[config.mk]
export PLATFORM = sky130hd
export DESIGN_NAME = char_lcd_nibble_bus_driver
export DESIGN_NICKNAME = d
export VERILOG_FILES = /design/src/rtl/lcdnb_pkg.sv /design/src/rtl/lcdnb_cell_ram.sv /design/src/rtl/lcdnb_seq.sv /design/src/rtl/lcdnb_out_skid.sv /design/src/rtl/char_lcd_nibble_bus_driver.sv
export SDC_FILE = /design/constraint.sdc
export NUM_CORES = 1
export LEC_CHECK = 0
export CORE_UTILIZATION = 25
export CTS_BUF_LIST = sky130_fd_sc_hd__clkbuf_8
export CTS_CLUSTER_DIAMETER = 120
export DETAILED_ROUTE_END_ITERATION = 7
export DONT_BUFFER_PORTS = 1
export HOLD_SLACK_MARGIN = 0.05
export PLACE_DENSITY = 0.48
export SLEW_MARGIN = 20
export SYNTH_ARGS = -nofsm -noshare
export SYNTH_HDL_FRONTEND = slang
export SYNTH_SLANG_ARGS = --single-unit
[constraint.sdc]
create_clock -name aclk -period 9.3 [get_ports aclk]
set_input_delay 1.86 -clock aclk [delete_from_list [all_inputs] [get_ports aclk]]
set_output_delay 1.86 -clock aclk [all_outputs]
set_load 0.005 [all_outputs]
[src/rtl/lcdnb_pkg.sv]
`timescale 1ns / 1ps

package lcdnb_pkg;

    localparam int ROWS       = 2;
    localparam int COLUMNS    = 16;
    localparam int CELL_COUNT = 32;
    localparam int CELL_AW    = $clog2(CELL_COUNT);
    localparam int ROW_W      = $clog2(ROWS + 1);
    localparam int POS_W      = $clog2(COLUMNS + 1);
    localparam int IDX_W      = 7;
    localparam int TICK_W     = 16;
    localparam int CFG_IDX_W  = 2;

    // action codes
    localparam logic [2:0] ACT_TICK    = 3'd0;
    localparam logic [2:0] ACT_WR_INSTR = 3'd1;
    localparam logic [2:0] ACT_WR_DATA = 3'd2;
    localparam logic [2:0] ACT_INIT    = 3'd3;
    localparam logic [2:0] ACT_STORE   = 3'd4;
    localparam logic [2:0] ACT_REFRESH = 3'd5;

    // register indexes
    localparam logic [CFG_IDX_W-1:0] REG_ENABLE_PULSE = 2'd0;
    localparam logic [CFG_IDX_W-1:0] REG_POWER_ON     = 2'd1;
    localparam logic [CFG_IDX_W-1:0] REG_INIT_LONG    = 2'd2;
    localparam logic [CFG_IDX_W-1:0] REG_INIT_SHORT   = 2'd3;

    localparam logic [7:0] CMD_FUNCTION_SET = 8'h28;
    localparam logic [7:0] CMD_DISPLAY_ON   = 8'h0C;
    localparam logic [7:0] CMD_ENTRY_MODE   = 8'h06;
    localparam logic [7:0] CMD_CLEAR        = 8'h01;
    localparam logic [7:0] CMD_SET_DDRAM    = 8'h80;
    localparam logic [7:0] ROW1_ADDR        = 8'h40;
    localparam logic [7:0] CHAR_SPACE       = 8'h20;
    localparam logic [3:0] NIB_INIT         = 4'h3;
    localparam logic [3:0] NIB_FOUR_BIT     = 4'h2;

    typedef enum logic [3:0] {
        PH_IDLE,
        PH_WAIT_POWER,
        PH_NIB,
        PH_WAIT_LONG,
        PH_WAIT_SHORT,
        PH_HI,
        PH_LO_SET,
        PH_LO,
        PH_POLL_RAISE,
        PH_POLL_READ
    } phase_t;

    typedef enum logic [1:0] {
        JOB_SINGLE,
        JOB_INIT,
        JOB_REFRESH
    } job_t;

    typedef struct packed {
        logic [TICK_W-1:0] init_short_ticks;
        logic [TICK_W-1:0] init_long_ticks;
        logic [TICK_W-1:0] power_on_ticks;
        logic [TICK_W-1:0] enable_pulse_ticks;
    } cfg_t;

    // pin_rs in bit 0
    typedef struct packed {
        logic       rejected;
        logic       idle;
        logic [3:0] pin_data;
        logic       pin_e;
        logic       pin_rw;
        logic       pin_rs;
    } result_t;

    function automatic logic [7:0] init_byte(input logic [3:0] step);
        logic [7:0] b;
        case (step)
            4'd4:    b = CMD_FUNCTION_SET;
            4'd5:    b = CMD_DISPLAY_ON;
            4'd6:    b = CMD_ENTRY_MODE;
            4'd7:    b = CMD_CLEAR;
            default: b = CMD_SET_DDRAM;
        endcase
        return b;
    endfunction

endpackage

[src/rtl/lcdnb_cell_ram.sv]
`timescale 1ns / 1ps

module lcdnb_cell_ram (
    input  logic                        aclk,
    input  logic                        we,
    input  logic [lcdnb_pkg::CELL_AW-1:0] waddr,
    input  logic [7:0]                  wdata,
    input  logic [lcdnb_pkg::CELL_AW-1:0] raddr,
    output logic [7:0]                  rdata
);

    logic [7:0] mem [lcdnb_pkg::CELL_COUNT];

    always_ff @(posedge aclk) begin
        if (we) begin
            mem[waddr] <= wdata;
        end
    end

    always_ff @(posedge aclk) begin
        rdata <= mem[raddr];
    end

endmodule

[src/rtl/lcdnb_seq.sv]
`timescale 1ns / 1ps

module lcdnb_seq (
    input  logic                  aclk,
    input  logic                  aresetn,
    input  logic                  in_accept,
    input  logic [2:0]            in_action,
    input  logic [7:0]            in_byte,
    input  logic [4:0]            in_cell,
    input  logic [3:0]            in_bus,
    input  lcdnb_pkg::cfg_t       cfg,
    output lcdnb_pkg::result_t    result
);

    lcdnb_pkg::phase_t phase_reg, phase_next;
    lcdnb_pkg::job_t   job_reg, job_next;
    logic [lcdnb_pkg::TICK_W-1:0] tick_count_reg, tick_count_next;
    logic [lcdnb_pkg::TICK_W-1:0] tick_inc;
    logic [7:0]  pending_byte_reg, pending_byte_next;
    logic        pending_select_reg, pending_select_next;
    logic [3:0]  init_step_reg, init_step_next;
    logic [lcdnb_pkg::POS_W-1:0] position_reg, position_next;
    logic [lcdnb_pkg::ROW_W-1:0] row_reg, row_next;
    logic        zero_seen_reg, zero_seen_next;
    logic        rs_reg, rs_next, rw_reg, rw_next, e_reg, e_next;
    logic [3:0]  data_reg, data_next;
    logic        rejected;

    logic        sb_go, sb_rs, sn_go;
    logic [7:0]  sb_byte;
    logic [3:0]  sn_nib;
    logic [7:0]  cell_value;

    logic [lcdnb_pkg::IDX_W-1:0] cell_idx;
    logic        cell_in_range;
    logic        ram_we;
    logic [7:0]  ram_rdata;

    // The next refresh cell address is held steady from the previous byte write until it
    // is used, so the RAM is read there every cycle and the data is ready in time.
    assign cell_idx = lcdnb_pkg::IDX_W'(row_reg) * lcdnb_pkg::IDX_W'(lcdnb_pkg::COLUMNS)
                    + lcdnb_pkg::IDX_W'(position_reg);
    assign cell_in_range = cell_idx < lcdnb_pkg::IDX_W'(lcdnb_pkg::CELL_COUNT);
    assign ram_we = in_accept && (in_action == lcdnb_pkg::ACT_STORE)
                    && (phase_reg == lcdnb_pkg::PH_IDLE);

    lcdnb_cell_ram u_ram (
        .aclk  (aclk),
        .we    (ram_we),
        .waddr (in_cell[lcdnb_pkg::CELL_AW-1:0]),
        .wdata (in_byte),
        .raddr (cell_idx[lcdnb_pkg::CELL_AW-1:0]),
        .rdata (ram_rdata)
    );

    assign tick_inc = tick_count_reg + 1'b1;

    always_comb begin
        phase_next          = phase_reg;
        job_next            = job_reg;
        tick_count_next     = tick_count_reg;
        pending_byte_next   = pending_byte_reg;
        pending_select_next = pending_select_reg;
        init_step_next      = init_step_reg;
        position_next       = position_reg;
        row_next            = row_reg;
        zero_seen_next      = zero_seen_reg;
        rs_next             = rs_reg;
        rw_next             = rw_reg;
        e_next              = e_reg;
        data_next           = data_reg;
        rejected            = 1'b0;
        sb_go               = 1'b0;
        sb_rs               = 1'b0;
        sb_byte             = 8'h00;
        sn_go               = 1'b0;
        sn_nib              = 4'h0;
        cell_value          = 8'h00;

        if (in_accept) begin
            case (in_action)
                lcdnb_pkg::ACT_TICK: begin
                    case (phase_reg)
                        lcdnb_pkg::PH_WAIT_POWER: begin
                            tick_count_next = tick_inc;
                            if (tick_inc >= cfg.power_on_ticks) begin
                                init_step_next = 4'd1;
                                sn_go = 1'b1;
                                sn_nib = lcdnb_pkg::NIB_INIT;
                            end
                        end
                        lcdnb_pkg::PH_WAIT_LONG: begin
                            tick_count_next = tick_inc;
                            if (tick_inc >= cfg.init_long_ticks) begin
                                init_step_next = 4'd2;
                                sn_go = 1'b1;
                                sn_nib = lcdnb_pkg::NIB_INIT;
                            end
                        end
                        lcdnb_pkg::PH_WAIT_SHORT: begin
                            tick_count_next = tick_inc;
                            if (tick_inc >= cfg.init_short_ticks) begin
                                init_step_next = 4'd3;
                                sn_go = 1'b1;
                                sn_nib = lcdnb_pkg::NIB_INIT;
                            end
                        end
                        lcdnb_pkg::PH_NIB: begin
                            tick_count_next = tick_inc;
                            if (tick_inc >= cfg.enable_pulse_ticks) begin
                                e_next = 1'b0;
                                tick_count_next = '0;
                                if (init_step_reg == 4'd1) begin
                                    phase_next = lcdnb_pkg::PH_WAIT_LONG;
                                end else if (init_step_reg == 4'd2) begin
                                    phase_next = lcdnb_pkg::PH_WAIT_SHORT;
                                end else begin
                                    phase_next = lcdnb_pkg::PH_POLL_RAISE;
                                end
                            end
                        end
                        lcdnb_pkg::PH_HI: begin
                            tick_count_next = tick_inc;
                            if (tick_inc >= cfg.enable_pulse_ticks) begin
                                e_next = 1'b0;
                                data_next = pending_byte_reg[3:0];
                                phase_next = lcdnb_pkg::PH_LO_SET;
                            end
                        end
                        lcdnb_pkg::PH_LO_SET: begin
                            e_next = 1'b1;
                            tick_count_next = '0;
                            phase_next = lcdnb_pkg::PH_LO;
                        end
                        lcdnb_pkg::PH_LO: begin
                            tick_count_next = tick_inc;
                            if (tick_inc >= cfg.enable_pulse_ticks) begin
                                e_next = 1'b0;
                                phase_next = lcdnb_pkg::PH_POLL_RAISE;
                            end
                        end
                        lcdnb_pkg::PH_POLL_RAISE: begin
                            rs_next = 1'b0;
                            rw_next = 1'b1;
                            e_next = 1'b1;
                            phase_next = lcdnb_pkg::PH_POLL_READ;
                        end
                        lcdnb_pkg::PH_POLL_READ: begin
                            e_next = 1'b0;
                            rw_next = 1'b0;
                            if (in_bus[3]) begin
                                phase_next = lcdnb_pkg::PH_POLL_RAISE;
                            end else begin
                                // byte or nibble finished: pick the next unit of the job
                                case (job_reg)
                                    lcdnb_pkg::JOB_INIT: begin
                                        if (init_step_reg == 4'd3) begin
                                            init_step_next = 4'd4;
                                            sn_go = 1'b1;
                                            sn_nib = lcdnb_pkg::NIB_FOUR_BIT;
                                        end else if (init_step_reg >= 4'd4 &&
                                                     init_step_reg < 4'd9) begin
                                            init_step_next = init_step_reg + 4'd1;
                                            sb_go = 1'b1;
                                            sb_byte = lcdnb_pkg::init_byte(init_step_reg);
                                        end else begin
                                            phase_next = lcdnb_pkg::PH_IDLE;
                                        end
                                    end
                                    lcdnb_pkg::JOB_REFRESH: begin
                                        if (position_reg <
                                            lcdnb_pkg::POS_W'(lcdnb_pkg::COLUMNS)) begin
                                            if (!zero_seen_reg && cell_in_range) begin
                                                cell_value = ram_rdata;
                                            end
                                            sb_byte = cell_value;
                                            if (cell_value == 8'h00) begin
                                                zero_seen_next = 1'b1;
                                                sb_byte = lcdnb_pkg::CHAR_SPACE;
                                            end
                                            position_next = position_reg + 1'b1;
                                            sb_go = 1'b1;
                                            sb_rs = 1'b1;
                                        end else begin
                                            row_next = row_reg + 1'b1;
                                            if (row_next <
                                                lcdnb_pkg::ROW_W'(lcdnb_pkg::ROWS)) begin
                                                position_next = '0;
                                                sb_go = 1'b1;
                                                sb_byte = row_next[0]
                                                    ? (lcdnb_pkg::CMD_SET_DDRAM |
                                                       lcdnb_pkg::ROW1_ADDR)
                                                    : lcdnb_pkg::CMD_SET_DDRAM;
                                            end else begin
                                                phase_next = lcdnb_pkg::PH_IDLE;
                                            end
                                        end
                                    end
                                    default: begin
                                        phase_next = lcdnb_pkg::PH_IDLE;
                                    end
                                endcase
                            end
                        end
                        default: begin
                            phase_next = lcdnb_pkg::PH_IDLE;
                        end
                    endcase
                end
                lcdnb_pkg::ACT_WR_INSTR, lcdnb_pkg::ACT_WR_DATA, lcdnb_pkg::ACT_INIT,
                lcdnb_pkg::ACT_STORE, lcdnb_pkg::ACT_REFRESH: begin
                    if (phase_reg != lcdnb_pkg::PH_IDLE) begin
                        rejected = 1'b1;
                    end else begin
                        case (in_action)
                            lcdnb_pkg::ACT_WR_INSTR, lcdnb_pkg::ACT_WR_DATA: begin
                                job_next = lcdnb_pkg::JOB_SINGLE;
                                sb_go = 1'b1;
                                sb_rs = (in_action == lcdnb_pkg::ACT_WR_DATA);
                                sb_byte = in_byte;
                            end
                            lcdnb_pkg::ACT_INIT: begin
                                job_next = lcdnb_pkg::JOB_INIT;
                                init_step_next = 4'd0;
                                rs_next = 1'b0;
                                rw_next = 1'b0;
                                e_next = 1'b0;
                                tick_count_next = '0;
                                phase_next = lcdnb_pkg::PH_WAIT_POWER;
                            end
                            lcdnb_pkg::ACT_REFRESH: begin
                                job_next = lcdnb_pkg::JOB_REFRESH;
                                row_next = '0;
                                zero_seen_next = 1'b0;
                                position_next = '0;
                                sb_go = 1'b1;
                                sb_byte = lcdnb_pkg::CMD_SET_DDRAM;
                            end
                            default: begin
                                // store: written through the RAM port
                            end
                        endcase
                    end
                end
                default: begin
                end
            endcase
        end

        if (sb_go) begin
            pending_select_next = sb_rs;
            pending_byte_next = sb_byte;
            rs_next = sb_rs;
            rw_next = 1'b0;
            e_next = 1'b1;
            data_next = sb_byte[7:4];
            tick_count_next = '0;
            phase_next = lcdnb_pkg::PH_HI;
        end
        if (sn_go) begin
            rs_next = 1'b0;
            rw_next = 1'b0;
            e_next = 1'b1;
            data_next = sn_nib;
            tick_count_next = '0;
            phase_next = lcdnb_pkg::PH_NIB;
        end
    end

    always_comb begin
        result.pin_rs   = rs_next;
        result.pin_rw   = rw_next;
        result.pin_e    = e_next;
        result.pin_data = data_next;
        result.idle     = (phase_next == lcdnb_pkg::PH_IDLE);
        result.rejected = rejected;
    end

    always_ff @(posedge aclk) begin
        if (!aresetn) begin
            phase_reg          <= lcdnb_pkg::PH_IDLE;
            job_reg            <= lcdnb_pkg::JOB_SINGLE;
            tick_count_reg     <= '0;
            pending_byte_reg   <= '0;
            pending_select_reg <= 1'b0;
            init_step_reg      <= '0;
            position_reg       <= '0;
            row_reg            <= '0;
            zero_seen_reg      <= 1'b0;
            rs_reg             <= 1'b0;
            rw_reg             <= 1'b0;
            e_reg              <= 1'b0;
            data_reg           <= '0;
        end else begin
            phase_reg          <= phase_next;
            job_reg            <= job_next;
            tick_count_reg     <= tick_count_next;
            pending_byte_reg   <= pending_byte_next;
            pending_select_reg <= pending_select_next;
            init_step_reg      <= init_step_next;
            position_reg       <= position_next;
            row_reg            <= row_next;
            zero_seen_reg      <= zero_seen_next;
            rs_reg             <= rs_next;
            rw_reg             <= rw_next;
            e_reg              <= e_next;
            data_reg           <= data_next;
        end
    end

endmodule

[src/rtl/lcdnb_out_skid.sv]
`timescale 1ns / 1ps

module lcdnb_out_skid (
    input  logic                aclk,
    input  logic                aresetn,
    input  logic                in_valid,
    output logic                in_ready,
    input  lcdnb_pkg::result_t  in_data,
    output logic                out_valid,
    input  logic                out_ready,
    output lcdnb_pkg::result_t  out_data
);

    logic               main_valid_reg, main_valid_next;
    logic               skid_valid_reg, skid_valid_next;
    lcdnb_pkg::result_t main_data_reg, main_data_next;
    lcdnb_pkg::result_t skid_data_reg, skid_data_next;
    logic               take_in;

    assign in_ready  = !skid_valid_reg;
    assign take_in   = in_valid && !skid_valid_reg;
    assign out_valid = main_valid_reg;
    assign out_data  = main_data_reg;

    always_comb begin
        main_valid_next = main_valid_reg;
        skid_valid_next = skid_valid_reg;
        main_data_next  = main_data_reg;
        skid_data_next  = skid_data_reg;
        if (!main_valid_reg || out_ready) begin
            // output slot frees: refill from the skid stage first
            if (skid_valid_reg) begin
                main_data_next  = skid_data_reg;
                main_valid_next = 1'b1;
            end else begin
                main_data_next  = in_data;
                main_valid_next = take_in;
            end
            skid_valid_next = 1'b0;
        end else if (take_in) begin
            skid_data_next  = in_data;
            skid_valid_next = 1'b1;
        end
    end

    always_ff @(posedge aclk) begin
        if (!aresetn) begin
            main_valid_reg <= 1'b0;
            skid_valid_reg <= 1'b0;
        end else begin
            main_valid_reg <= main_valid_next;
            skid_valid_reg <= skid_valid_next;
        end
    end

    always_ff @(posedge aclk) begin
        main_data_reg <= main_data_next;
        skid_data_reg <= skid_data_next;
    end

endmodule

[src/rtl/char_lcd_nibble_bus_driver.sv]
`timescale 1ns / 1ps

// Character LCD driver for a 4-bit bus (RS, RW, E, DB7..DB4).
// Input stream: s_tuser carries the action (tick, write instruction, write
// data, initialise, store cell, refresh screen); s_tdata the byte, cell
// index and sampled data pins. Each tick transaction advances the pin
// sequencer by one step; requests start a byte write, the power-on
// sequence, a store into the 32-cell screen RAM or a screen refresh.
// Every input transaction yields exactly one output transaction with the
// pin levels after it, plus idle and rejected flags.
// Output: each result is registered in the output stage before it appears on m_*.
// Throughput: one transaction per clock while s_tready is high; the screen RAM read
// for a refresh is issued ahead from the held cell position, so the registered
// RAM read never stalls the stream.
// Reset: all pins low, sequencer idle, registers back to their defaults.
// Screen cells hold nothing defined until stored.
// Stalls: the output stage holds up to two results; with both full,
// s_tready drops until the receiver takes one.
// Configuration: cfg_* writes are always taken; write only while idle.
module char_lcd_nibble_bus_driver (
    input  logic        aclk,
    input  logic        aresetn,
    input  logic        s_tvalid,
    output logic        s_tready,
    input  logic [23:0] s_tdata,  // byte_value[7:0], cell_index[12:8], bus_read[16:13]
    input  logic [2:0]  s_tuser,  // action[2:0]
    output logic        m_tvalid,
    input  logic        m_tready,
    output logic [15:0] m_tdata,  // pin_rs[0], pin_rw[1], pin_e[2], pin_data[6:3],
                                  // idle[7], rejected[8]
    input  logic        cfg_valid,
    output logic        cfg_ready,
    input  logic [lcdnb_pkg::CFG_IDX_W-1:0] cfg_index,
    input  logic [15:0] cfg_data
);

    lcdnb_pkg::cfg_t    cfg_reg, cfg_next;
    lcdnb_pkg::result_t seq_result, out_result;
    logic               in_accept;

    assign cfg_ready = 1'b1;
    assign in_accept = s_tvalid && s_tready;

    always_comb begin
        cfg_next = cfg_reg;
        if (cfg_valid) begin
            case (cfg_index)
                lcdnb_pkg::REG_ENABLE_PULSE: cfg_next.enable_pulse_ticks = cfg_data;
                lcdnb_pkg::REG_POWER_ON:     cfg_next.power_on_ticks     = cfg_data;
                lcdnb_pkg::REG_INIT_LONG:    cfg_next.init_long_ticks    = cfg_data;
                lcdnb_pkg::REG_INIT_SHORT:   cfg_next.init_short_ticks   = cfg_data;
                default: begin
                end
            endcase
        end
    end

    always_ff @(posedge aclk) begin
        if (!aresetn) begin
            cfg_reg.enable_pulse_ticks <= 16'd500;
            cfg_reg.power_on_ticks     <= 16'd10000;
            cfg_reg.init_long_ticks    <= 16'd2500;
            cfg_reg.init_short_ticks   <= 16'd100;
        end else begin
            cfg_reg <= cfg_next;
        end
    end

    lcdnb_seq u_seq (
        .aclk      (aclk),
        .aresetn   (aresetn),
        .in_accept (in_accept),
        .in_action (s_tuser),
        .in_byte   (s_tdata[7:0]),
        .in_cell   (s_tdata[12:8]),
        .in_bus    (s_tdata[16:13]),
        .cfg       (cfg_reg),
        .result    (seq_result)
    );

    lcdnb_out_skid u_out (
        .aclk      (aclk),
        .aresetn   (aresetn),
        .in_valid  (s_tvalid),
        .in_ready  (s_tready),
        .in_data   (seq_result),
        .out_valid (m_tvalid),
        .out_ready (m_tready),
        .out_data  (out_result)
    );

    assign m_tdata = {7'b0, out_result};

endmodule
## Word-level counts from Yosys, hierarchy flattened

Memory sizes are Yosys's and may differ from the RTL's. A register that Yosys moved wholly into a read port is not among the register bits.
Cells that the tools add are included.

| storage, ports and cells | value |
|---|---|
| register bits | 129 |
| latch bits | 0 |
| memory bits (writable) | 256 |
| memory bits (read-only) | 0 |
| input port bits | 50 |
| logic and storage cells | 280 |
| memories kept | 1 |

Memory list:

| memory | words | width | rd ports | clocked after Yosys merged registers in | wr ports | RTL line | RTL |
|---|---|---|---|---|---|---|---|
| u_seq.u_ram.mem | 32 | 8 | 1 | 1 | 1 | lcdnb_cell_ram.sv:12 | `logic [7:0] mem [lcdnb_pkg::CELL_COUNT];` |

| cells by class | value |
|---|---|
| add/sub/neg operators | 5 |
| $mul | 0 |
| divide/modulo/power cells | 0 |
| order comparisons | 9 |
| equality and inequality tests | 44 |
| shifts and indexed selects | 0 |
| muxes and demuxes | 151 |
| bitwise gates (word level) | 3 |
| reductions and logical operators | 37 |

Operators by type and width:

| cell | count |
|---|---|
| $mux W4 | 34 |
| $mux W8 | 16 |
| $ge A16 B16 Y1 | 4 |
| $mux W1 | 54 |
| $mux W16 | 3 |
| $pmux W16 S3 | 1 |
| $pmux W8 S2 | 3 |
| $mux W5 | 7 |
| $eq A4 B3 Y1 const B | 8 |
| $pmux W16 S2 | 1 |
| $pmux W4 S4 | 2 |
| $pmux W8 S4 | 1 |
| $pmux W4 S7 | 1 |
| $pmux W4 S2 | 3 |
| $mux W2 | 10 |
| $add A16 B1 Y16 const B | 1 |
| $eq A4 B2 Y1 const B | 4 |
| $pmux W1 S2 | 8 |
| $reduce_and A8 Y1 | 2 |
| $ne A2 B1 Y1 const B | 6 |
| $reduce_or A3 Y1 | 4 |
| $reduce_and A11 Y1 | 1 |
| $pmux W5 S2 | 1 |
| $reduce_and A2 Y1 | 5 |
| other kinds (45) | 69 |

## Depth between registers and ports, before layout

Gate-level depths: netlist (run 1).

| logic depth | value |
|---|---|
| depth in word-level cells | 21 |
| depth in mapped cells | 15 |
| gate-level depth less buffers | 13 |

## Modules after synthesis

Synthesis (run 1) repeated with hierarchy kept, for this count alone.

| second synthesis, totals | value |
|---|---|
| cells, all modules | 1398 |
| area, all modules | 18303.8 µm² |

Modules (own cells, without submodules):

| module | times used | cells each | area each (µm²) |
|---|---|---|---|
| lcdnb_cell_ram | 1 | 417 | 10053.4 |
| lcdnb_seq | 1 | 691 | 4939.7 |
| char_lcd_nibble_bus_driver | 1 | 254 | 2547.4 |
| lcdnb_out_skid | 1 | 36 | 763.2 |

## Worst setup path before layout (run 1)

No wires, ideal clock.

| timing | value |
|---|---|
| kind | input to register |
| start | in s_tvalid |
| end | mem u_seq.u_ram.mem[20][0] (enable) |
| data arrival time | 3.512 ns |
| required time | 8.917 ns |
| setup slack | 5.405 ns |
| stages | 5 |
| path buffers | 0 |
| path through | nor2b_1 -> and2_0 -> nand3_1 -> or3_1 -> nor3_1 |

| between the ends | value |
|---|---|
| word-level cells in the longest chain between the ends | 5 |

Ends and longest elaborated chain:

| item | RTL line | RTL |
|---|---|---|
| start: declaration | char_lcd_nibble_bus_driver.sv:23 | `input logic s_tvalid,` |
| $logic_and A1 B1 Y1 | char_lcd_nibble_bus_driver.sv:42 | `assign in_accept = s_tvalid && s_tready;` |
| $logic_and A1 B1 Y1 | lcdnb_seq.sv:44 | `assign ram_we = in_accept && (in_action == lcdnb_pkg::ACT_STORE)` |
| $logic_and A1 B1 Y1 | lcdnb_seq.sv:45 | `&& (phase_reg == lcdnb_pkg::PH_IDLE);` |
| $mux W1 | lcdnb_cell_ram.sv:15 | `if (we) begin` |
| $mux W1 (not written as such) | lcdnb_cell_ram.sv:16 | `mem[waddr] <= wdata;` |
| end: declaration | lcdnb_cell_ram.sv:12 |  |

Every way passes these cells.

## Final worst setup path (run 1)

| timing | value |
|---|---|
| start | reg u_seq.tick_count_reg[0] (netlist bit) |
| end | reg u_seq.tick_count_reg[12] (netlist bit) |

| between the ends | value |
|---|---|
| word-level cells in the longest chain between the ends | 7 |
| elaborated cells on any way between the ends | 15 |

Ends and longest elaborated chain:

| item | RTL line | RTL |
|---|---|---|
| start: declaration | lcdnb_seq.sv:17 | `logic [lcdnb_pkg::TICK_W-1:0] tick_count_reg, tick_count_next;` |
| start signal: assignment | lcdnb_seq.sv:297 | `tick_count_reg <= tick_count_next;` |
| $add A16 B1 Y16 (*) | lcdnb_seq.sv:56 | `assign tick_inc = tick_count_reg + 1'b1;` |
| $ge A16 B16 Y1, on equally long branches | lcdnb_seq.sv:102, lcdnb_seq.sv:86, lcdnb_seq.sv:94 |  |
| $mux W1, on equally long branches | lcdnb_seq.sv:102, lcdnb_seq.sv:86, lcdnb_seq.sv:94 |  |
| $pmux W1 S4 | lcdnb_seq.sv:83 | `case (phase_reg)` |
| $mux W1 | lcdnb_seq.sv:81 | `case (in_action)` |
| $mux W1 | lcdnb_seq.sv:80 | `if (in_accept) begin` |
| $reduce_or A3 Y1 (no source line) | n/a |  |

Every way passes the cells marked *; elsewhere a longest branch is shown, timed or not.
A chain may end at the register's enable or synchronous reset.

==> run_results.csv, run 1 <==
group,metric,value,unit
outcome,run_status,"finished clean",
sta,report.final.hold_viol_count,0,
sta,setup_tns,0,ns
setup_path,worst_ep_required_time,9.83,ns
logic_synthesis,synthArstFlopShare,0,%
finish,mostFrequentLayoutCell,"edfxtp_1",
finish,synth_to_layout_area_growth,13.1,%
die,floorplan.die_area,73000,um2
logic_synthesis,synth.ff_latch_count,393,
grt,grt_util_met2,19.0,%
clocking,clock_transition_at_the_register_clock_pins_on_the_worst_setup_and_hold_paths_after_cts,0.06,ns
finish,insertedDiodeCount,0,
power,leakage_power_figure,6.83,nW
setup_path,endpoint_kind,"flip-flop",
sta,final.hold.worst_slack,0.459,ns
drt,vias,11202,
grt,global_route.usage.met1,16.3,%
sta,slew_viol_final,0,
grt,grt_pass1_wl,67800,um
clocking,htree_num_levels,3,
die,die_width,270,um
setup_path,setup.worst_path.class,"flip-flop to flip-flop",
sta,period_share,51.2,%
sta,timing.final.setup_violations,0,
drt,routed_vias_inst,4.64,
finish,total_non_filler_cell_area_in_the_finished_layout,20300,um2
sta,min_period,4.76,ns
drt,antenna_violating_nets_post_route,0,
setup_path,crit_fanout,18,
grt,maximum_number_of_pins_on_one_net_before_global_route_repair,68,
drt,detail_route.wirelength,44400,um
setup_path,worstSetupStartpointType,"flip-flop",
clocking,cts-root-to-sink-buffers,3,
placed_design,detailed_place.area,18900,um2
die,initial_utilization,25.4,%
drt,remaining_drc_errors,0,
finish,largest_reg_flops,256,
logic_synthesis,synth.largest_area_cell,"edfxtp_1",
grt,gr-usage-all-layers,12.1,%
logic_synthesis,yosys.cell_types.count,79,
sta,maximum_clock_frequency,0.210,GHz
power,power_report.internal_total,2.81,mW
min_path,min_from,"cfg_reg[28]",
logic_synthesis,yosys_warnings,0,
logic_synthesis,seq_area_frac_synth,59.0,%
finish,layout.cells.most_common_list,"274 x edfxtp_1, 170 x nand2_1, 117 x dfxtp_1, 106 x inv_1, 100 x nor2_1",
sta,grt_setup_unrepaired,"false",
clocking,hold_buffers,0,
logic_synthesis,netlist_instances,1405,
placed_design,numPortBuffers,0,
logic_synthesis,synth-edff-count,274,
power,power-per-cell-area,180,nW/um2
clocking,cts-buffers-inserted,69,
logic_synthesis,netlist.area_leader.share,45.8,%
drt,drt_pre_antenna_iters,5,
logic_synthesis,synth_area,18000,um2
clocking,cts.repair.resized,0,
die,die_y,270,um
clocking,tritoncts_num_sinks,393,
clocking,cts_post_setup_buffers_inserted,0,
drt,first_iter_violations,768,
sta,tightestPinTransition,1.06,ns
clocking,ctsRootBufferMaster,"clkbuf_8",
grt,grt_pass1_vias,11367,
power,sw_frac_of_total,23.3,%
die,placement_rows,97,
run,max_cap_violations,0,
logic_synthesis,synthTopCellsByArea,"edfxtp_1 46%, dfxtp_1 13%, mux4_2 10%",
logic_synthesis,synth_flop_cell,"edfxtp_1",
grt,grt_antenna_before_repair,1,
clocking,clock_insertion_delay_worst_skew,0.66,ns
grt,grt_use_met3,3.06,%
sta,finClkSkew,0.0577,ns
power,netSwitchingPower,856,uW
min_path,worst_hold_path_type,"flip-flop to flip-flop",
drt,post_drt_wl_per_cell,18.4,um
setup_path,reg2reg_from,"u_seq.tick_count_reg[0]",
logic_synthesis,synthesis.area_per_instance,12.8,um2
die,core_area,70600,um2
die,floorplan.io_pins,69,
power,pwr-share-clk,43.8,%
finish,layout-drive-gt1-share,15.2,%
power,worst_ir_drop_vdd,114,uV
placed_design,dp_hpwl,30000,um
clocking,clock_tree_from_tritoncts,"done",
power,share_comb_of_total_power,3.9,%
finish,nNetsFinal,1547,
setup_path,cp.arrival,5.29,ns
placed_design,gp_congestion,0.808,
grt,top_usage_layer,"met2",
setup_path,crit_start,"u_seq.tick_count_reg[0]",
grt,overflow,0,
sta,relSlewSlack,29.3,%
finish,final.fill_count,7276,
power,power.share.sequential,52.3,%
-- final cells by class --
cell class,count,area [um2],share of cell area (%)
flip-flops and latches,393,10600,52.2
multi-input cells,859,6720,33.0
well taps,940,1180,5.78
clock buffers,77,1060,5.21
clock inverters,44,324,1.59
inverters,82,308,1.51
repair buffers,18,135,0.665
-- stage by stage --
step	setup WS (ns)	cells	util [%]	total power, mW
4_1_cts	4.39	2412	28.8	3.72
3_3_place_gp	4.46	2291	26.8	2.10
6_report	4.54	2413	28.8	3.67
5_1_grt	4.11	2413	28.8	3.81
3_5_place_dp	4.40	2291	26.8	2.10
2_1_floorplan	5.40	1411	-	2.07
-- cell families after synthesis --
kind of cell	Yosys count	share of synthesized area [%]
AO/OA/AOI/OAI	244	9.06
XOR/XNOR	19	0.926
adder cells (fa/ha/maj)	74	5.15
buffers and inverters	159	3.78
flip-flops	393	59.0
multiplexers	95	10.9
other	2	0.0418
AND/OR/NAND/NOR	419	11.1
-- worst paths after layout --
path                                                 end  slack, ns  cells after the start
worst max register to register  u_seq.tick_count_reg[12]       4.54                     10
worst min-delay path                         cfg_reg[28]       0.46                      2
worst min register to register               cfg_reg[28]       0.46                      2
worst max-delay path            u_seq.tick_count_reg[12]       4.54                     10
-- metal layers --
layer / routed length, um / up-vias / share of wire, %
met1: 20800 / 5567 / 47
met2: 20100 / 266 / 45
li1: - / 5304 / -
met5: 0 / - / 0
met3: 2570 / 65 / 5.8
met4: 850 / 0 / 1.9
-- cells in the mapped netlist, types with 4 or more instances --
cell and count:
buf_2 17, a22oi_1 16, nor2b_1 10, o211ai_1 26, nor2_1 100, o41ai_1 6, a21o_1 10, o21ai_0 29
and3_1 11, clkbuf_1 39, a211oi_1 19, edfxtp_1 274, dfxtp_1 119, nor3_1 29, nand2b_1 11, mux2i_1 6
a31oi_1 8, nand3_1 25, nor4_1 7, inv_1 81, mux2_2 9, and4_1 4, xor2_1 5, a21oi_1 82
o21a_1 6, buf_4 12, buf_1 6, o31ai_1 5, or3_1 9, ha_1 74, nand4_1 10, mux4_2 80
nand2_1 170, xnor2_1 14
-- power by group through the flow --
stage / clock [mW] / combinational, mW / sequential, mW
finish: 1.61 / 0.144 / 1.92
global route: 1.73 / 0.162 / 1.92
CTS: 1.66 / 0.145 / 1.92
detailed placement: 0 / 0.144 / 1.95
global placement: 0 / 0.142 / 1.95
floorplan: 0 / 0.125 / 1.94
-- worst max-delay path, stage by stage, from the launching register on --
cell,delay (ns)
dfxtp_1,0.54
and2_0,0.36
nand4_1,0.15
xnor2_1,0.55
ha_1,0.36
a22o_1,0.20
o41ai_1,0.44
a21oi_1,0.28
a221o_1,0.44
nand4bb_1,0.83
a311oi_1,0.47
Note: power is estimated with default switching activity, not from simulation.
==> run 2: changes to the inputs <==
clock period = 4.4 ns   (was 9.3 ns; I/O delays follow)
==> run 2 against run 1 <==
Non-clock buffer count grew 36. Worst setup slack lost 4.2 ns. Die area is the same. Worst hold slack lost 0.13 ns. Routed wire length grew 1.6%. Sequential cell count is the same. Critical path type unchanged. Register-to-register slack lost 4.2 ns. Critical path depth grew 2. Highest routed layer unchanged. Largest power group unchanged.
==> run_results.csv, run 2 (same netlist as run 1, synthesis figures left out) <==
group,metric,value,unit
drt,remaining_drc_errors,0,
power,power.total,7.62,mW
die,floorplan.die_area,73000,um2
min_path,worst_hold_path_type,"input port to flip-flop",
finish,layout.cells.most_common_list,"274 x edfxtp_1, 170 x nand2_1, 117 x dfxtp_1, 103 x inv_1, 100 x nor2_1",
finish,synth_to_layout_area_growth,14.2,%
drt,antenna_violating_nets_post_route,0,
setup_path,cp.arrival,4.43,ns
placed_design,dp_hpwl,30400,um
sta,tightestPinTransition,1.05,ns
die,floorplan.io_pins,69,
power,power-per-cell-area,371,nW/um2
clocking,tritoncts_num_sinks,393,
power,leakage_power_figure,6.97,nW
power,netSwitchingPower,1.76,mW
die,core_area,70600,um2
sta,setup_tns,0,ns
clocking,clock_insertion_delay_worst_skew,0.65,ns
finish,layout-drive-gt1-share,16.8,%
sta,relSlewSlack,29.6,%
grt,grt_pass1_wl,69800,um
clocking,hold_buffers,0,
finish,mostFrequentLayoutCell,"edfxtp_1",
placed_design,numPortBuffers,0,
setup_path,crit_fanout,15,
drt,vias,11382,
die,die_y,270,um
sta,slew_viol_final,0,
sta,min_period,4.07,ns
run,max_cap_violations,0,
grt,maximum_number_of_pins_on_one_net_before_global_route_repair,51,
drt,detail_route.wirelength,45100,um
clocking,cts-buffers-inserted,66,
setup_path,worst_ep_required_time,4.76,ns
drt,routed_vias_inst,4.67,
grt,overflow,0,
clocking,ctsRootBufferMaster,"clkbuf_8",
power,sw_frac_of_total,23.0,%
finish,insertedDiodeCount,0,
power,worst_ir_drop_vdd,255,uV
sta,finClkSkew,0.0489,ns
power,power_report.internal_total,5.87,mW
drt,drt_pre_antenna_iters,5,
placed_design,detailed_place.area,19200,um2
clocking,clock_transition_at_the_register_clock_pins_on_the_worst_setup_and_hold_paths_after_cts,0.06,ns
clocking,clock_tree_from_tritoncts,"done",
grt,grt_antenna_before_repair,0,
min_path,timing.hold.worst_path_depth,0,
clocking,htree_num_levels,3,
drt,met2_length,20500,um
finish,largest_reg_flops,256,
power,pwr-share-clk,42.7,%
setup_path,endpoint_kind,"flip-flop",
drt,wl_met1,21300,um
setup_path,rr_worst_depth,12,
drt,highest_metal_layer_used_by_the_detailed_router,"met4",
grt,grt_pass1_vias,11461,
sta,report.final.hold_viol_count,0,
die,placement_rows,97,
sta,grt_setup_unrepaired,"false",
placed_design,gp_congestion,0.805,
die,initial_utilization,25.4,%
drt,first_iter_violations,791,
finish,total_non_filler_cell_area_in_the_finished_layout,20500,um2
clocking,cts_post_setup_buffers_inserted,0,
sta,maximum_clock_frequency,0.246,GHz
drt,post_drt_wl_per_cell,18.5,um
power,power.share.sequential,53.2,%
setup_path,worstSetupStartpointType,"flip-flop",
sta,timing.final.setup_violations,0,
finish,nNetsFinal,1580,
clocking,cts.repair.resized,0,
setup_path,setup.worst_path.class,"flip-flop to flip-flop",
outcome,run_status,"finished clean",
grt,gr-usage-all-layers,12.4,%
drt,wl_met3,2440,um
clocking,cts-root-to-sink-buffers,3,
power,share_comb_of_total_power,4.1,%
sta,period_share,92.4,%
die,die_width,270,um
-- run 2: changes by cell type in the layout (fill, tap and decap cells not counted), sizes merged --
| cell | previous run | this run |
|---|---|---|
| inv | 113 | 108 |
| buf | 18 | 54 |
| clkbuf | 77 | 74 |
| clkinv | 10 | 6 |
-- run 2: worst max-delay path: stages, from the launching register on --
cell,delay [ns]
dfxtp_1,0.43
and4_1,0.28
and4_1,0.29
and3_1,0.22
nand3_1,0.10
xnor2_1,0.35
buf_4,0.22
ha_1,0.24
and4_1,0.25
and3_1,0.20
a211oi_1,0.45
nand2b_4,0.22
o41ai_1,0.54
-- run 2: metrics by stage --
step	utilization, %	hold WS [ns]	setup WS [ns]	cells
final	29.1	0.326	0.335	2437
after global routing	29.1	0.261	0.0170	2437
after CTS	29.1	0.256	0.314	2437
after detailed placement	27.2	0.449	0.360	2328
after global placement	27.2	0.443	0.461	2328
after floorplan	-	0.436	0.918	1411
-- run 2: area by class of cell --
type / count / area [um2]
clock buffers: 74 / 1020
clock inverters: 35 / 274
fillers: 7232 / 50100
inverters: 82 / 308
multi-input cells: 859 / 6710
flip-flops and latches: 393 / 10600
well taps: 940 / 1180
repair buffers: 54 / 430
-- run 2: path summary, 6_finish.rpt --
path / start / to / slack [ns]
setup reg to reg: u_seq.tick_count_reg[2] / u_out.out_data[1] / 0.33
hold / removal: s_tdata[6] / u_seq.u_ram.mem[11][6] / 0.33
setup / recovery: u_seq.tick_count_reg[2] / u_out.out_data[1] / 0.33
hold reg to reg: cfg_reg[15] / cfg_reg[15] / 0.46
-- run 2: power by group through the flow --
stage | clock, mW | sequential [mW] | combinational (mW)
floorplan | 0 | 4.10 | 0.263
global placement | 0 | 4.13 | 0.309
detailed placement | 0 | 4.13 | 0.315
CTS | 3.37 | 4.05 | 0.317
global route | 3.52 | 4.06 | 0.352
finish | 3.26 | 4.05 | 0.315
-- run 2: per-layer routing --
layer | vias to the layer above | global-route usage, %
met4 | 0 | 3.54
met3 | 61 | 2.94
met1 | 5673 | 17.2
met2 | 289 | 19.1
li1 | 5359 | -
met5 | - | 0
==> run 3: changes to the inputs <==
ABC_AREA = 1   (was not set)
==> run 3 against run 2 <==
Worst hold slack improved by 0.0066 ns. Register-to-register slack improved by 0.04 ns. Combinational power is 80% higher. Sequential share of layout area grew 0.43 points. Utilization down 0.19 points. Cell count rose by 15%. Sequential power is essentially flat. Sequential cell count stayed put. Critical path depth grew 9. Synthesized area hardly changed. Die area barely moved.
==> run_results.csv, run 3 <==
group,metric,value,unit
clocking,clock_transition_at_the_register_clock_pins_on_the_worst_setup_and_hold_paths_after_cts,0.07,ns
logic_synthesis,most_instantiated_library_cell_after_synthesis,"edfxtp_1",
min_path,min_from,"s_tdata[4]",
clocking,htree_num_levels,3,
setup_path,setup.worst_path.class,"flip-flop to flip-flop",
logic_synthesis,yosys.cell_types.count,50,
drt,vias,13012,
die,floorplan.die_area,72900,um2
die,core_area,70500,um2
logic_synthesis,netlist_instances,1799,
drt,routed_vias_inst,4.63,
placed_design,gp_congestion,0.820,
logic_synthesis,synth_flop_cell,"edfxtp_1",
finish,largest_reg_flops,256,
logic_synthesis,synth-edff-count,274,
finish,total_non_filler_cell_area_in_the_finished_layout,20400,um2
drt,drt_pre_antenna_iters,5,
finish,mostFrequentLayoutCell,"edfxtp_1",
grt,grt_pass1_vias,12517,
grt,grt_antenna_before_repair,0,
finish,final.fill_count,7339,
logic_synthesis,synth.ff_latch_count,393,
grt,gr-usage-all-layers,13.1,%
clocking,clock_tree_from_tritoncts,"done",
power,pwr-share-clk,40.1,%
setup_path,cp.arrival,4.51,ns
logic_synthesis,netlist.area_leader.share,45.8,%
finish,nNetsFinal,1946,
placed_design,numPortBuffers,0,
die,die_y,270,um
logic_synthesis,synth.largest_area_cell,"edfxtp_1",
placed_design,dp_hpwl,31600,um
finish,insertedDiodeCount,0,
setup_path,rr_worst_depth,21,
finish,multiInputGateArea,6400,um2
clocking,cts_post_setup_buffers_inserted,0,
sta,relSlewSlack,31.4,%
finish,final_util,28.9,%
logic_synthesis,synthArstFlopShare,0,%
setup_path,worst_path_largest_cell_delay,0.40,ns
finish,synth_to_layout_area_growth,13.4,%
clocking,cts-buffers-inserted,70,
logic_synthesis,synthesis.area_per_instance,9.98,um2
power,power.share.sequential,52.6,%
sta,maximum_clock_frequency,0.248,GHz
clocking,cts-root-to-sink-buffers,3,
clocking,clock_insertion_delay_worst_skew,0.65,ns
clocking,tritoncts_num_sinks,393,
finish,layout.cells.most_common_list,"274 x edfxtp_1, 252 x nor2_1, 226 x o21ai_0, 187 x nand2_1, 179 x inv_1",
sta,tightestPinTransition,1.03,ns
sta,grt_setup_unrepaired,"false",
min_path,hold_path_endpoint,"u_seq.u_ram.mem[29][4]",
min_path,worst_hold_path_type,"input port to flip-flop",
logic_synthesis,yosys_warnings,0,
sta,slew_viol_final,0,
placed_design,detailed_place.area,19100,um2
setup_path,crit_path_cell_trace,"ha_1 -> nand3_1 -> nor4_2 -> nand2_1 -> nor2_1 -> nand3_1 -> nor2_1 -> xor2_1 -> buf_4 -> ha_1 -> nand2_1 -> o21ai_0 -> a21oi_1 -> nand2_2 -> nand3_1 -> nand3_1 -> o21ai_0 -> nand2_1 -> a21oi_1 -> nand3_1 -> nand2_1",
outcome,run_status,"finished clean",
drt,post_drt_wl_per_cell,17.4,um
drt,remaining_drc_errors,0,
setup_path,worstSetupStartpointType,"flip-flop",
grt,overflow,0,
grt,maximum_number_of_pins_on_one_net_before_global_route_repair,73,
sta,min_period,4.03,ns
setup_path,slowest_stage,"dfxtp_1",
die,placement_rows,97,
drt,antenna_violating_nets_post_route,0,
setup_path,worst_path_bufs_invs,1,
min_path,timing.hold.worst_path_depth,0,
finish,layout-drive-gt1-share,9.36,%
finish,sequential_cell_area,10600,um2
setup_path,r2r_slack,0.37,ns
logic_synthesis,seq_area_frac_synth,59.1,%
sta,finClkSkew,0.0367,ns
power,netSwitchingPower,1.95,mW
die,floorplan.io_pins,69,
setup_path,r2r_end,"u_out.out_data[7]",
logic_synthesis,synthTopCellsByArea,"edfxtp_1 46%, dfxtp_1 13%, o21ai_0 6.3%",
power,leakage_power_figure,7.53,nW
sta,setup_tns,0,ns
setup_path,endpoint_kind,"flip-flop",
grt,grt_pass1_wl,74100,um
setup_path,cell_family_contributing_the_most_delay_on_the_critical_path,"simple AND/OR/NAND/NOR gates",
die,die_width,270,um
power,power_report.internal_total,5.79,mW
sta,report.final.hold_viol_count,0,
sta,timing.final.setup_violations,0,
logic_synthesis,synth_commonest_cells,"274 x edfxtp_1, 253 x nor2_1, 226 x o21ai_0",
setup_path,reg2reg_from,"u_seq.tick_count_reg[0]",
power,share_comb_of_total_power,7.3,%
setup_path,critical_path.most_common_cell,"nand3_1",
clocking,ctsRootBufferMaster,"clkbuf_8",
run,max_cap_violations,0,
setup_path,worst_ep_required_time,4.88,ns
power,sw_frac_of_total,25.2,%
die,initial_utilization,25.5,%
logic_synthesis,synth_area,18000,um2
setup_path,crit_fanout,8,
power,worst_ir_drop_vdd,303,uV
drt,first_iter_violations,873,
drt,detail_route.wirelength,48900,um
sta,period_share,91.6,%
power,power-per-cell-area,380,nW/um2
## run 3: cell count changes in the layout (fill, tap and decap cells not counted), sizes merged, moves of 13 or more
cell and change:
o21ai +204, nor2 +164, a211oi -16, o22ai +13, o221ai +47, buf -18, mux4 -80, nand3 +42
nor3 -15, inv +86, a21oi +31, nand2 +25
## run 3: worst register-to-register path, cell delays in order (launching register included)
cell and delay, ns:
dfxtp_1 0.40, ha_1 0.22, nand3_1 0.18, nor4_2 0.29, nand2_1 0.08, nor2_1 0.17
nand3_1 0.14, nor2_1 0.14, xor2_1 0.24, buf_4 0.18, ha_1 0.22, nand2_1 0.10
o21ai_0 0.09, a21oi_1 0.30, nand2_2 0.19, nand3_1 0.14, nand3_1 0.07, o21ai_0 0.26
nand2_1 0.08, a21oi_1 0.22, nand3_1 0.11, nand2_1 0.08
## run 3: timing repair
| item | in CTS | in global routing |
|---|---|---|
| hold buffers | 0 | 0 |
| endpoints found under the setup margin | 0 | 32 |
| resized for setup | 0 | 5 |
## run 3: layout make-up
| type | instances | area share, % |
|---|---|---|
| sequential | 393 | 52.1 |
| clock buffer | 76 | 5.14 |
| inverter | 167 | 3.08 |
| clock inverter | 44 | 0.965 |
| timing repair buffer | 36 | 1.45 |
| tap | 940 | 5.78 |
| multi-input combinational | 1154 | 31.5 |
## run 3: through the flow
stage | setup slack, ns | total power, mW | hold slack [ns] | cells
global placement | 0.223 | 4.70 | 0.444 | 2690
floorplan | 0.877 | 4.55 | 0.435 | 1805
global route | 0.00516 | 8.06 | 0.282 | 2810
finish | 0.370 | 7.74 | 0.333 | 2810
CTS | 0.0892 | 7.84 | 0.276 | 2810
detailed placement | 0.116 | 4.71 | 0.451 | 2690
## run 3: worst max path at each step
stage | from | end | slack, ns | depth (start not counted)
after floorplan | u_seq.tick_count_reg[0] | u_out.out_data[3] | 0.88 | 21
after global placement | u_seq.tick_count_reg[0] | u_out.out_data[3] | 0.22 | 22
after detailed placement | u_seq.tick_count_reg[0] | u_out.out_data[3] | 0.12 | 22
after CTS | u_seq.tick_count_reg[0] | u_out.out_data[3] | 0.09 | 22
after global routing | u_seq.tick_count_reg[2] | u_out.out_data[7] | 0.005 | 22
final | u_seq.tick_count_reg[0] | u_out.out_data[7] | 0.37 | 21
## run 3: power by group through the flow
stage          registers (mW)  logic [mW]  clock network, mW
2_1_floorplan            4.13       0.422                  0
3_3_place_gp             4.15       0.559                  0
3_5_place_dp             4.15       0.566                  0
4_1_cts                  4.07       0.569               3.20
5_1_grt                  4.07       0.640               3.35
6_report                 4.07       0.566               3.11
## run 3: logic make-up after synthesis
family | Yosys count | synth area share [%]
simple gates | 580 | 14.0
compound gates | 479 | 15.4
flops | 393 | 59.1
buf+inv | 258 | 5.64
fa+ha+maj | 74 | 5.16
xor+xnor | 13 | 0.634
other cells | 2 | 0.0418
## run 3: metal layers
| metal | share of wire (%) | vias up | global-route usage, % |
|---|---|---|---|
| li1 | - | 6412 | - |
| met1 | 46 | 6193 | 17.2 |
| met2 | 46 | 312 | 21.3 |
| met3 | 5.4 | 95 | 3.29 |
| met4 | 2.4 | 0 | 3.86 |
| met5 | 0 | - | 0 |
